[src/rtl/core/per_flow_departure_time_pacer_macros.svh]
// Assertion macros used by the pacer back end
`ifndef PER_FLOW_DEPARTURE_TIME_PACER_MACROS_SVH
`define PER_FLOW_DEPARTURE_TIME_PACER_MACROS_SVH

// same-cycle implication on clock, disabled in reset
`define PFDTP_ASSERT_IMP(lbl, ante, cons, msg) \
   lbl: assert property (@(posedge clock) disable iff (reset) (ante) |-> (cons)) else $error(msg);

// next-cycle implication on clock, disabled in reset
`define PFDTP_ASSERT_NXT(lbl, ante, cons, msg) \
   lbl: assert property (@(posedge clock) disable iff (reset) (ante) |=> (cons)) else $error(msg);

`endif

[src/rtl/core/pfdtp_pkg.sv]
// Types and constants of the per-flow departure time pacer
package pfdtp_pkg;

   localparam int FLOWS_DEFAULT = 1024;
   localparam int DIV_W         = 47;
   localparam int RATE_W        = 40;
   localparam logic [63:0] ONE_SECOND_NS    = 64'd1000000000;
   localparam logic [29:0] ONE_SECOND_NS_30 = 30'd1000000000;
   localparam logic [63:0] HORIZON_RESET    = 64'd2000000000;

   localparam logic CMD_PACKET   = 1'b0;
   localparam logic CMD_SET_RATE = 1'b1;

   localparam logic REG_HORIZON = 1'b0;

   typedef struct packed {
      logic        cmd;
      logic [9:0]  flow_index;
      logic [15:0] packet_length;
      logic [63:0] now_ns;
      logic        rate_enable;
      logic [39:0] new_byte_rate;
      logic [31:0] new_packet_rate;
   } req_type;

   typedef struct packed {
      logic        verdict;
      logic        depart_valid;
      logic [63:0] depart_time_ns;
   } rsp_type;

   typedef struct packed {
      logic        valid;
      logic        in_range;
      req_type     item;
   } head_type;

   typedef struct packed {
      logic        rate_present;
      logic        pacing_valid;
      logic [39:0] bytes_per_s;
      logic [31:0] pkts_per_s;
      logic [63:0] next_departure;
   } entry_type;

endpackage

[src/rtl/core/pfdtp_front.sv]
// Front end: accepts items into a two-entry queue and classifies the flow index
module pfdtp_front #(
   parameter int FLOWS = pfdtp_pkg::FLOWS_DEFAULT
) (
   input  logic                 clock,
   input  logic                 reset,
   input  logic                 start,
   output logic                 busy,
   input  pfdtp_pkg::req_type   req_data,
   input  logic                 pop,
   output pfdtp_pkg::head_type  head
);

   pfdtp_pkg::req_type q0_ff, q1_ff;
   logic [1:0] count_ff, count_in;
   logic       push;
   logic       push_head;

   assign busy      = (count_ff == 2'd2);
   assign push      = start && !busy;
   assign push_head = push && ((count_ff == 2'd0) || ((count_ff == 2'd1) && pop));

   always_comb begin
      count_in = count_ff + {1'b0, push} - {1'b0, pop};
   end

   always_ff @(posedge clock) begin
      if (reset) begin
         count_ff <= 2'd0;
      end else begin
         count_ff <= count_in;
      end
   end

   always_ff @(posedge clock) begin
      if (push_head) begin
         q0_ff <= req_data;
      end else if (pop) begin
         q0_ff <= q1_ff;
      end
      if (push && !push_head) begin
         q1_ff <= req_data;
      end
   end

   always_comb begin
      head.valid    = (count_ff != 2'd0);
      head.in_range = ({22'd0, q0_ff.flow_index} < 32'(FLOWS));
      head.item     = q0_ff;
   end

endmodule

[config.mk]
export PLATFORM = sky130hd
export DESIGN_NAME = pfdtp_front
export DESIGN_NICKNAME = d
export VERILOG_FILES = /design/src/rtl/core/per_flow_departure_time_pacer_macros.svh /design/src/rtl/core/pfdtp_pkg.sv /design/src/rtl/core/pfdtp_front.sv
export SDC_FILE = /design/constraint.sdc
export NUM_CORES = 1
export LEC_CHECK = 0
export ABC_AREA = 1
export BUFFER_PORTS_ARGS = -buffer_cell sky130_fd_sc_hd__buf_4
export CAP_MARGIN = 0
export CORE_ASPECT_RATIO = 0.6
export CORE_UTILIZATION = 25
export DETAILED_ROUTE_END_ITERATION = 12
export GPL_TIMING_DRIVEN = 0
export RECOVER_POWER = 50
export SLEW_MARGIN = 0
export SYNTH_ARGS = -nofsm -noshare
export SYNTH_HDL_FRONTEND = slang
export SYNTH_SLANG_ARGS = --single-unit
[constraint.sdc]
create_clock -name clock -period 9.9 [get_ports clock]
set_input_delay 0 -clock clock [delete_from_list [all_inputs] [get_ports clock]]
set_output_delay 0 -clock clock [all_outputs]
set_load 0.1 [all_outputs]
# Yosys cells after proc, flatten, opt, wreduce, memory -nomap -nowiden
# Index checks and enable logic that the tools add are counted.
dict set report totals {
  ff_bits 330
  in_bits 168
  out_inout_bits 167
  elab_cells 31
}
dict set report op_classes {
  n_addsub 2
  eq_ne 2
  n_mux 2
  reduce_logical 10
}
# operator count
set op_table {}
lappend op_table {{2-to-1 mux 164 bit} 2}
lappend op_table {{logical AND 1 bit} 4}
lappend op_table {{nonzero test 2 bit} 2}
lappend op_table {{adder 2 x 1 -> 2 bit} 1}
lappend op_table {{== test 2 x 1 -> 1 bit, second input constant} 1}
lappend op_table {{== test 2 bit, second input constant} 1}
lappend op_table {{logical NOT 1 bit} 2}
lappend op_table {{logical NOT 2 bit} 1}
lappend op_table {{subtractor 2 x 1 -> 2 bit} 1}
lappend op_table {{logical OR 1 bit} 1}

# Logic depth before layout (Yosys ltp)
# Gate-level depths: netlist of run 1.
dict set report depth {
  ltp_word 6
  ltp_mapped 10
}

# Worst setup path after synthesis of run 1
# Ideal clock, no wire load.
dict set report synth_path {
  kind {register to register}
  from {register count_ff[0]}
  to {register q1_ff[0] in the netlist's numbering, enable pin}
  setup_ns 0.690
  arrival_time_ns 8.010
  required_ns 9.210
  setup_slack_ns 1.200
  stages_incl_launch_ff 6
  cell_sequence {dfxtp_1 inv_1 nand2_2 nand2_2 clkbuf_1 nor2_1}
}
dict set report synth_between {
  elab_chain_cells 6
  elab_cells_between_ends 10
  classes_between {2 x eq/ne; 8 x reduce/logical}
}
# item line
set synth_rtl {}
lappend synth_rtl {{start: declaration} pfdtp_front.sv:15} ;# logic [1:0] count_ff, count_in;
lappend synth_rtl {{start signal: assignment} pfdtp_front.sv:31} ;# count_ff <= count_in;
lappend synth_rtl {{== test 2 bit or == test 2 x 1 -> 1 bit (tied branches)} {pfdtp_front.sv:19, pfdtp_front.sv:21}}
lappend synth_rtl {{logical NOT 1 bit or logical AND 1 bit (tied branches)} {pfdtp_front.sv:20, pfdtp_front.sv:21}}
lappend synth_rtl {{logical AND 1 bit or logical OR 1 bit (tied branches)} {pfdtp_front.sv:20, pfdtp_front.sv:21}}
lappend synth_rtl {{logical AND 1 bit} pfdtp_front.sv:21} ;# assign push_head = push && ((count_ff == 2'd0) || ((count_ff == 2'd1) && pop));
lappend synth_rtl {{logical NOT 1 bit} pfdtp_front.sv:41} ;# if (push && !push_head) begin
lappend synth_rtl {{logical AND 1 bit *} pfdtp_front.sv:41}
lappend synth_rtl {{end signal: assignment} pfdtp_front.sv:42} ;# q1_ff <= req_data;
lappend synth_rtl {{end: declaration} pfdtp_front.sv:14} ;# pfdtp_pkg::req_type q0_ff, q1_ff;
# Mark *: on every way between the ends. The rest lies on a longest branch, timed or not.
# A chain may end at the register's enable or synchronous reset.

# Worst setup path in the final report of run 1
dict set report layout_path {
  from {register count_ff[0]}
  to {register q0_ff (netlist bit head[53]), enable pin}
}
dict set report layout_between {
  elab_chain_cells 5
  elab_cells_between_ends 9
  classes_between {2 x eq/ne; 7 x reduce/logical}
}
# item line
set layout_rtl {}
lappend layout_rtl {{== test 2 bit or == test 2 x 1 -> 1 bit (tied branches)} {pfdtp_front.sv:19, pfdtp_front.sv:21}}
lappend layout_rtl {{logical NOT 1 bit or logical AND 1 bit (tied branches)} {pfdtp_front.sv:20, pfdtp_front.sv:21}}
lappend layout_rtl {{logical AND 1 bit or logical OR 1 bit (tied branches)} {pfdtp_front.sv:20, pfdtp_front.sv:21}}
lappend layout_rtl {{logical AND 1 bit *} pfdtp_front.sv:21}
lappend layout_rtl {{nonzero test 2 bit (no source line) *} n/a}
lappend layout_rtl {{end signal: assignment} pfdtp_front.sv:37} ;# q0_ff <= req_data;
lappend layout_rtl {{end signal: assignment} pfdtp_front.sv:39} ;# q0_ff <= q1_ff;
lappend layout_rtl {{end: declaration} pfdtp_front.sv:14}
# Marked as above.

==> results.yml, run 1 <==
timing:
  finalMaxSlewViolations: 0
  finalCriticalPeriod_ns: 3.208
  setup-violations-final: 0
  worst_slack_ns: 6.692
  skew_ns: 0.01447
  max_clock_freq_ghz: 0.3117
  worst_slew_margin_rel_pct: 8.680
  tightestPinTransition_ns: 1.376
  final_min_period_over_clock_period_pct: 32.41
  unrepaired_setup_endpoints_after_global_routing: "no"
  report.final.hold_viol_count: 0
  worst_hold_slack_ns: 0.2095
global_route:
  first_global_vias: 9004
  globalRoute.totalOverflow: 0
  track_usage_pct: 13.61
  antenna_found_initial: 2
  first_pass_grt_wire_length_mm: 53.32
  grt_max_degree: 57
drt:
  routed_wirelength_mm: 35.11
  first_iter_violations: 511
  amount_of_wire_on_met3_after_detailed_routing_mm: 1.933
  wl_per_cell_microns: 16.63
  top_signal_layer_used: "met4"
  route.layer.met1.wl_mm: 15.15
  drc: 0
  num_vias: 8811
  route.met2.wl_mm: 17.31
  postRouteAntennaNets: 0
  drt_first_pass_iters: 6
  post_drt_via_cell_ratio: 4.172
worst_setup_path:
  r2r_start: "count_ff[0]$_SDFF_PP0_"
  arrival_ns: 3.42
  critPathKind: "flip-flop to flip-flop"
  critical_path_required_ns: 10.11
  cp_depth: 8
  cp_cell_sequence: "inv_1 > nand2_1 > nand2_1 > nand2_1 > clkbuf_1 > clkbuf_1 > nand2_4 > buf_16"
  worstReg2RegEnd: "head[53]$_DFFE_PP_"
  worstSetupStartpointType: "flip-flop"
  worst-r2r-cell-count: 8
  crit_path_frequent_cell: "sky130_fd_sc_hd__nand2_1"
  worst-path-max-fanout: 56
  crit_path_end_kind: "flip-flop"
  cp.buffers_inverters: 4
  critPathTopFamily: "buffers and inverters"
  regToRegSetupSlack_ns: 6.69
  worst_path_largest_cell_delay_ns: 0.62
  cp_slowest_cell: "sky130_fd_sc_hd__nand2_4"
cts:
  cts_hold_repair.buffers: 167
  clock_tree.root_cell: "sky130_fd_sc_hd__clkbuf_16"
  htreeDepth: 2
  cts_num_sinks: 330
  cts_setup_buffers: 0
  cts_buffers: 34
  post_cts_resized: 0
  cts_tree: "done"
  buffers_from_clock_root_to_sink_at_most: 3
  cts.reportedPaths.clkPinSlew_ns: 0.06
  worst_skew_pair.late_latency_ns: 0.52
final_layout:
  drive_gt1_share_pct: 14.02
  finalInstanceArea_sq_um: 17750
  mostFrequentLayoutCells: "sky130_fd_sc_hd__nand2_1, sky130_fd_sc_hd__edfxtp_1, sky130_fd_sc_hd__clkbuf_1, sky130_fd_sc_hd__dlygate4sd3_1, sky130_fd_sc_hd__nand3_1"
  final-instance-count-excl-fill: 2112
  mostFrequentLayoutCell: "sky130_fd_sc_hd__nand2_1"
  area_growth_pct: 42.87
  net_count_reported_at_finish: 1617
synth:
  yosys_register_bits: 330
  synth_seq_area_share_pct: 79.60
  netlist_area_before_placement_sq_um: 12420
  synthesis.yosys.warnings: 0
  synth_cell_types: 17
  syn-num-nets: 1073
  syn-mean-instance-area_sq_um: 13.76
  cells_after_synth: 903
floorplanning:
  chipHeight_microns: 174.7
  ioPinCount: 335
  initial_core_utilization_pct: 25.67
  die-area_sq_um: 50620
  die_width_microns: 289.8
  row_count: 62
  core_sq_um: 48410
place:
  dpl_cell_area_sq_um: 15920
  gpl.final_weighted_congestion: 0.7675
  place_worst_setup_slack_ns: 7.386
  dp_hpwl_mm: 24.05
  place.port_buffers: 333
  dp_cells: 1884
status:
  run_status: "finished, final reports clean"
worst_hold_path:
  timing.hold.worst_endpoint: "count_ff[0]$_SDFF_PP0_"
  timing.hold.worst_path_depth: 3
  hp-start: "reset"
  hold_path.class: "input port to flip-flop"
power_and_ir_drop:
  ir_worst_vdd_mv: 0.1621
  power.static_leakage_nw: 6.943
  power-per-cell-area_nw_per_um2: 259.3
job:
  maxCapViolCount: 0
## routing by layer
metal / GRT usage, % / vias up
met5: 0 / -
met4: 3.679 / 0
met3: 3.091 / 48
met2: 23.17 / 246
met1: 17.43 / 4232
li1: - / 4285
## how the worst max path moves through the flow
stage                     slack, ns              startpoint                  end
final                          6.69  count_ff[0]$_SDFF_PP0_   head[53]$_DFFE_PP_
after floorplan                1.20  count_ff[0]$_SDFF_PP0_   q1_ff[0]$_DFFE_PP_
after detailed placement       7.39  count_ff[1]$_SDFF_PP0_   head[92]$_DFFE_PP_
after global routing           6.41  count_ff[0]$_SDFF_PP0_   head[53]$_DFFE_PP_
after CTS                      7.35  count_ff[1]$_SDFF_PP0_   head[53]$_DFFE_PP_
after global placement        -2.69  count_ff[0]$_SDFF_PP0_  q1_ff[75]$_DFFE_PP_
## flip-flops by register name, summed over array words and instances, names as in the netlist
signal and flops:
q1_ff 164, head 164, count_ff 2
## Yosys cell counts (all sizes together)
master	count	area share (%)
edfxtp	328	79
a21oi	1	0.040
ha	2	0.20
conb	1	0.030
inv	8	0.24
o21ai	1	0.040
nand2	336	10
clkbuf	9	0.27
nor2	4	0.12
buf	46	2.6
nand3	165	6.6
dfxtp	2	0.32
## kinds of logic after synthesis
| kind of cell | count (synthesis) | synth area share [%] |
|---|---|---|
| adders and majority gates | 2 | 0.2014 |
| DFF | 330 | 79.60 |
| other | 1 | 0.03018 |
| and+or+nand+nor | 505 | 16.98 |
| AOI/OAI and AO/OA | 2 | 0.08049 |
| buffers and inverters | 63 | 3.112 |
## worst reg2reg max path, stage by stage (launching register included)
cell                       delay, ns
sky130_fd_sc_hd__dfxtp_1        0.38
sky130_fd_sc_hd__inv_1          0.06
sky130_fd_sc_hd__nand2_1        0.09
sky130_fd_sc_hd__nand2_1        0.12
sky130_fd_sc_hd__nand2_1        0.11
sky130_fd_sc_hd__clkbuf_1       0.50
sky130_fd_sc_hd__clkbuf_1       0.51
sky130_fd_sc_hd__nand2_4        0.62
sky130_fd_sc_hd__buf_16         0.43
## through the flow
stage	total power, W	setup TNS (ns)	utilization (%)
after floorplan	0.003069	0	-
after global placement	0.003477	-438.26	32.49
after detailed placement	0.003458	0	32.88
after CTS	0.004801	0	38.52
after global routing	0.004784	0	36.67
final	0.004602	0	36.67
## where the power goes
group | total [W] | internal [W] | switching [W] | leakage [nW]
clock | 0.00127 | 0.000723 | 0.000547 | 0.521
combinational | 0.00150 | 0.000221 | 0.00128 | 3.22
sequential | 0.00183 | 0.00178 | 0.0000489 | 3.20
## layout make-up
type / instances / area, sq um
Fill cell: 4841 / 30660
Sequential cell: 330 / 9889
Timing Repair Buffer: 508 / 3547
Multi-Input combinational cell: 510 / 2156
Clock buffer: 39 / 890.9
Tap cell: 640 / 800.8
Buffer: 55 / 261.5
Clock inverter: 19 / 167.7
Inverter: 8 / 30.03
Antenna cell: 3 / 7.507
(Power assumes the default switching activity.)
==> run 2, diff against run 1 <==
--- a/config.mk
+++ b/config.mk
@@ -5,7 +5,7 @@
 export SDC_FILE = /design/constraint.sdc
 export NUM_CORES = 1
 export LEC_CHECK = 0
-export ABC_AREA = 1
+export ABC_AREA = 0
 export BUFFER_PORTS_ARGS = -buffer_cell sky130_fd_sc_hd__buf_4
 export CAP_MARGIN = 0
 export CORE_ASPECT_RATIO = 0.6
==> constraint.sdc (replaced) <==
create_clock -name clock -period 3.27 [get_ports clock]
set_input_delay 0 -clock clock [delete_from_list [all_inputs] [get_ports clock]]
set_output_delay 0 -clock clock [all_outputs]
set_load 0.1 [all_outputs]
==> results.yml, run 2 <==
cts:
  htreeDepth: 2
  cts_buffers: 35
  cts_num_sinks: 330
  cts_tree: "done"
  cts.reportedPaths.clkPinSlew_ns: 0.06
  clock_tree.root_cell: "sky130_fd_sc_hd__clkbuf_16"
  worst_skew_pair.late_latency_ns: 0.53
  buffers_from_clock_root_to_sink_at_most: 3
  post_cts_resized: 0
drt:
  post_drt_via_cell_ratio: 3.845
  drc: 0
  drt_first_pass_iters: 4
  num_vias: 6836
  wl_per_cell_microns: 16.35
  routed_wirelength_mm: 29.07
  first_iter_violations: 256
  postRouteAntennaNets: 0
worst_setup_path:
  worst_setup_path_startpoint: "count_ff[0]$_SDFF_PP0_"
  critPathTopFamily: "buffers and inverters"
  worst-r2r-cell-count: 5
  worst_path_largest_cell_delay_ns: 0.89
  cp_slowest_cell: "sky130_fd_sc_hd__clkbuf_1"
  worst-path-max-fanout: 10
  setup.worst_path.end: "head[148]$_DFFE_PP_"
  r2r_start: "count_ff[0]$_SDFF_PP0_"
  cp.buffers_inverters: 3
  arrival_ns: 2.86
  regToRegSetupSlack_ns: 0.68
  cp_depth: 5
  crit_path_end_kind: "flip-flop"
  critical_path_required_ns: 3.54
  cp_cell_sequence: "inv_1 > o211ai_1 > clkbuf_1 > buf_12 > mux2_4"
  worstSetupStartpointType: "flip-flop"
  worstReg2RegEnd: "head[148]$_DFFE_PP_"
  critPathKind: "flip-flop to flip-flop"
synth:
  synth_cell_types: 19
  synthFlopType: "sky130_fd_sc_hd__edfxtp_1"
  cells_after_synth: 530
  synth_largest_type_area_fraction_pct: 76.84
  syn-num-nets: 700
  synth_edf_count: 328
  yosysTopAreaCell: "sky130_fd_sc_hd__edfxtp_1"
  netlist_area_before_placement_sq_um: 12820
  syn-mean-instance-area_sq_um: 24.19
  yosys-top-cells-count: "sky130_fd_sc_hd__edfxtp_1, sky130_fd_sc_hd__mux2_4, sky130_fd_sc_hd__buf_12"
  synth_seq_area_share_pct: 77.15
  yosys_register_bits: 330
  async_reset_ff_share_pct: 0
  synth.area.top_cells: "sky130_fd_sc_hd__edfxtp_1, sky130_fd_sc_hd__mux2_4, sky130_fd_sc_hd__buf_12"
  yosysMostFrequentCell: "sky130_fd_sc_hd__edfxtp_1"
  synthesis.yosys.warnings: 0
final_layout:
  mostFrequentLayoutCells: "sky130_fd_sc_hd__edfxtp_1, sky130_fd_sc_hd__clkbuf_1, sky130_fd_sc_hd__dlygate4sd3_1, sky130_fd_sc_hd__mux2_4, sky130_fd_sc_hd__clkbuf_4"
  layout.area.seq_sq_um: 9891
  final-instance-count-excl-fill: 1778
  antenna-diode-count: 0
  n_fill_cell: 4889
  area_growth_pct: 41.57
  drive_gt1_share_pct: 29.74
  multi_input_comb_area_sq_um: 2480
  net_count_reported_at_finish: 1244
  mostFrequentLayoutCell: "sky130_fd_sc_hd__edfxtp_1"
timing:
  finalCriticalPeriod_ns: 2.594
  total_negative_setup_slack_ns: 0
  worst_slack_ns: 0.6764
  setup-violations-final: 0
  tightestPinTransition_ns: 1.622
  worst_hold_slack_ns: 0.05700
  max_clock_freq_ghz: 0.3856
  worst_slew_margin_rel_pct: -8.136
  unrepaired_setup_endpoints_after_global_routing: "no"
  report.final.hold_viol_count: 0
  finalMaxSlewViolations: 44
  skew_ns: 0.02082
  final_min_period_over_clock_period_pct: 79.32
power_and_ir_drop:
  share_clk_of_total_power_pct: 24.4
  net-switching-power_w: 0.006653
  p_int_w: 0.009153
  power-per-cell-area_nw_per_um2: 870.9
  share_comb_of_total_power_pct: 39.2
  power.static_leakage_nw: 6.721
  total_power_w: 0.01581
  ir_worst_vdd_mv: 0.3667
  power.share.switching_pct: 42.09
  seq_power_share_pct: 36.4
worst_hold_path:
  hp-start: "pop"
  hold_path.class: "input port to flip-flop"
global_route:
  antenna_found_initial: 0
  globalRoute.totalOverflow: 0
  first_global_vias: 7360
  grt_max_degree: 54
  first_pass_grt_wire_length_mm: 43.77
  track_usage_pct: 10.86
place:
  dp_hpwl_mm: 19.74
  place_worst_setup_slack_ns: 1.064
  place.port_buffers: 333
  dp_cells: 1554
  gpl.final_weighted_congestion: 0.7186
floorplanning:
  die_width_microns: 294.3
  initial_core_utilization_pct: 25.65
  chipHeight_microns: 177.4
  core_sq_um: 49980
  die-area_sq_um: 52210
  ioPinCount: 335
  row_count: 63
job:
  maxCapViolCount: 2
status:
  run_status: "finished with violations"
  violations: "max-capacitance violations, max-slew violations"
==> run 2: cell families after synthesis <==
kind of cell / share of synthesized area (%)
simple gates: 0.1660
other cells: 0.02925
buf+inv: 2.919
fa+ha+maj: 0.1952
mux: 19.09
compound gates: 0.3123
flops: 77.15
xor+xnor: 0.1367
==> run 2: worst register-to-register path: stages (launching register included) <==
cell,delay [ns]
sky130_fd_sc_hd__dfxtp_2,0.36
sky130_fd_sc_hd__inv_1,0.08
sky130_fd_sc_hd__o211ai_1,0.42
sky130_fd_sc_hd__clkbuf_1,0.89
sky130_fd_sc_hd__buf_12,0.26
sky130_fd_sc_hd__mux2_4,0.32
==> run 2: repair_timing <==
action | CTS | global route
setup buffers | 0 | 0
hold buffers | 165 | 0
endpoints found under the setup margin | 0 | 0
hold endpoints to repair | 330 | 0
==> run 2: worst min-delay path by stage <==
| stage | to | slack, ns | cells past startpoint |
|---|---|---|---|
| 6_report | count_ff[1]$_SDFF_PP0_ | 0.06 | 5 |
| 5_1_grt | count_ff[0]$_SDFF_PP0_ | 0.12 | 5 |
| 4_1_cts | q1_ff[7]$_DFFE_PP_ | 0.01 | 3 |
| 3_5_place_dp | count_ff[0]$_SDFF_PP0_ | 0.17 | 2 |
| 3_3_place_gp | count_ff[0]$_SDFF_PP0_ | 0.16 | 2 |
| 2_1_floorplan | count_ff[0]$_SDFF_PP0_ | 0.06 | 1 |
==> run 2: stage by stage <==
step           area [sq um]  utilization (%)
4_1_cts               19140            38.29
6_report              18150            36.31
2_1_floorplan         12830                -
3_3_place_gp          16190            32.39
5_1_grt               18150            36.31
3_5_place_dp          16400            32.82
==> run 2: cell type report <==
cell class | instances | share of cell area [%]
Timing Repair Buffer | 507 | 19.24
Clock inverter | 17 | 0.8963
Tap cell | 682 | 4.702
Sequential cell | 330 | 54.50
Buffer | 19 | 1.848
Inverter | 3 | 0.06205
Multi-Input combinational cell | 178 | 13.67
Clock buffer | 42 | 5.088
==> run 2: power by group through the flow <==
stage	Combinational (W)	Sequential [W]	Clock (W)
after floorplan	0.00164	0.00944	0
after global placement	0.00652	0.00593	0
after detailed placement	0.00665	0.00586	0
after CTS	0.00682	0.00578	0.00402
after global routing	0.00640	0.00583	0.00418
final	0.00619	0.00576	0.00386
==> run 2: metal layers <==
metal  global-route usage [%]  vias up  routed length [microns]  share of wire (%)
met5                        0        -                        0                  0
met4                    2.691        0                      525                1.8
met3                    3.344       48                     1850                6.4
met2                    17.66      182                    14040                 48
met1                    14.07     3393                    12660                 44
li1                         -     3213                        -                  -
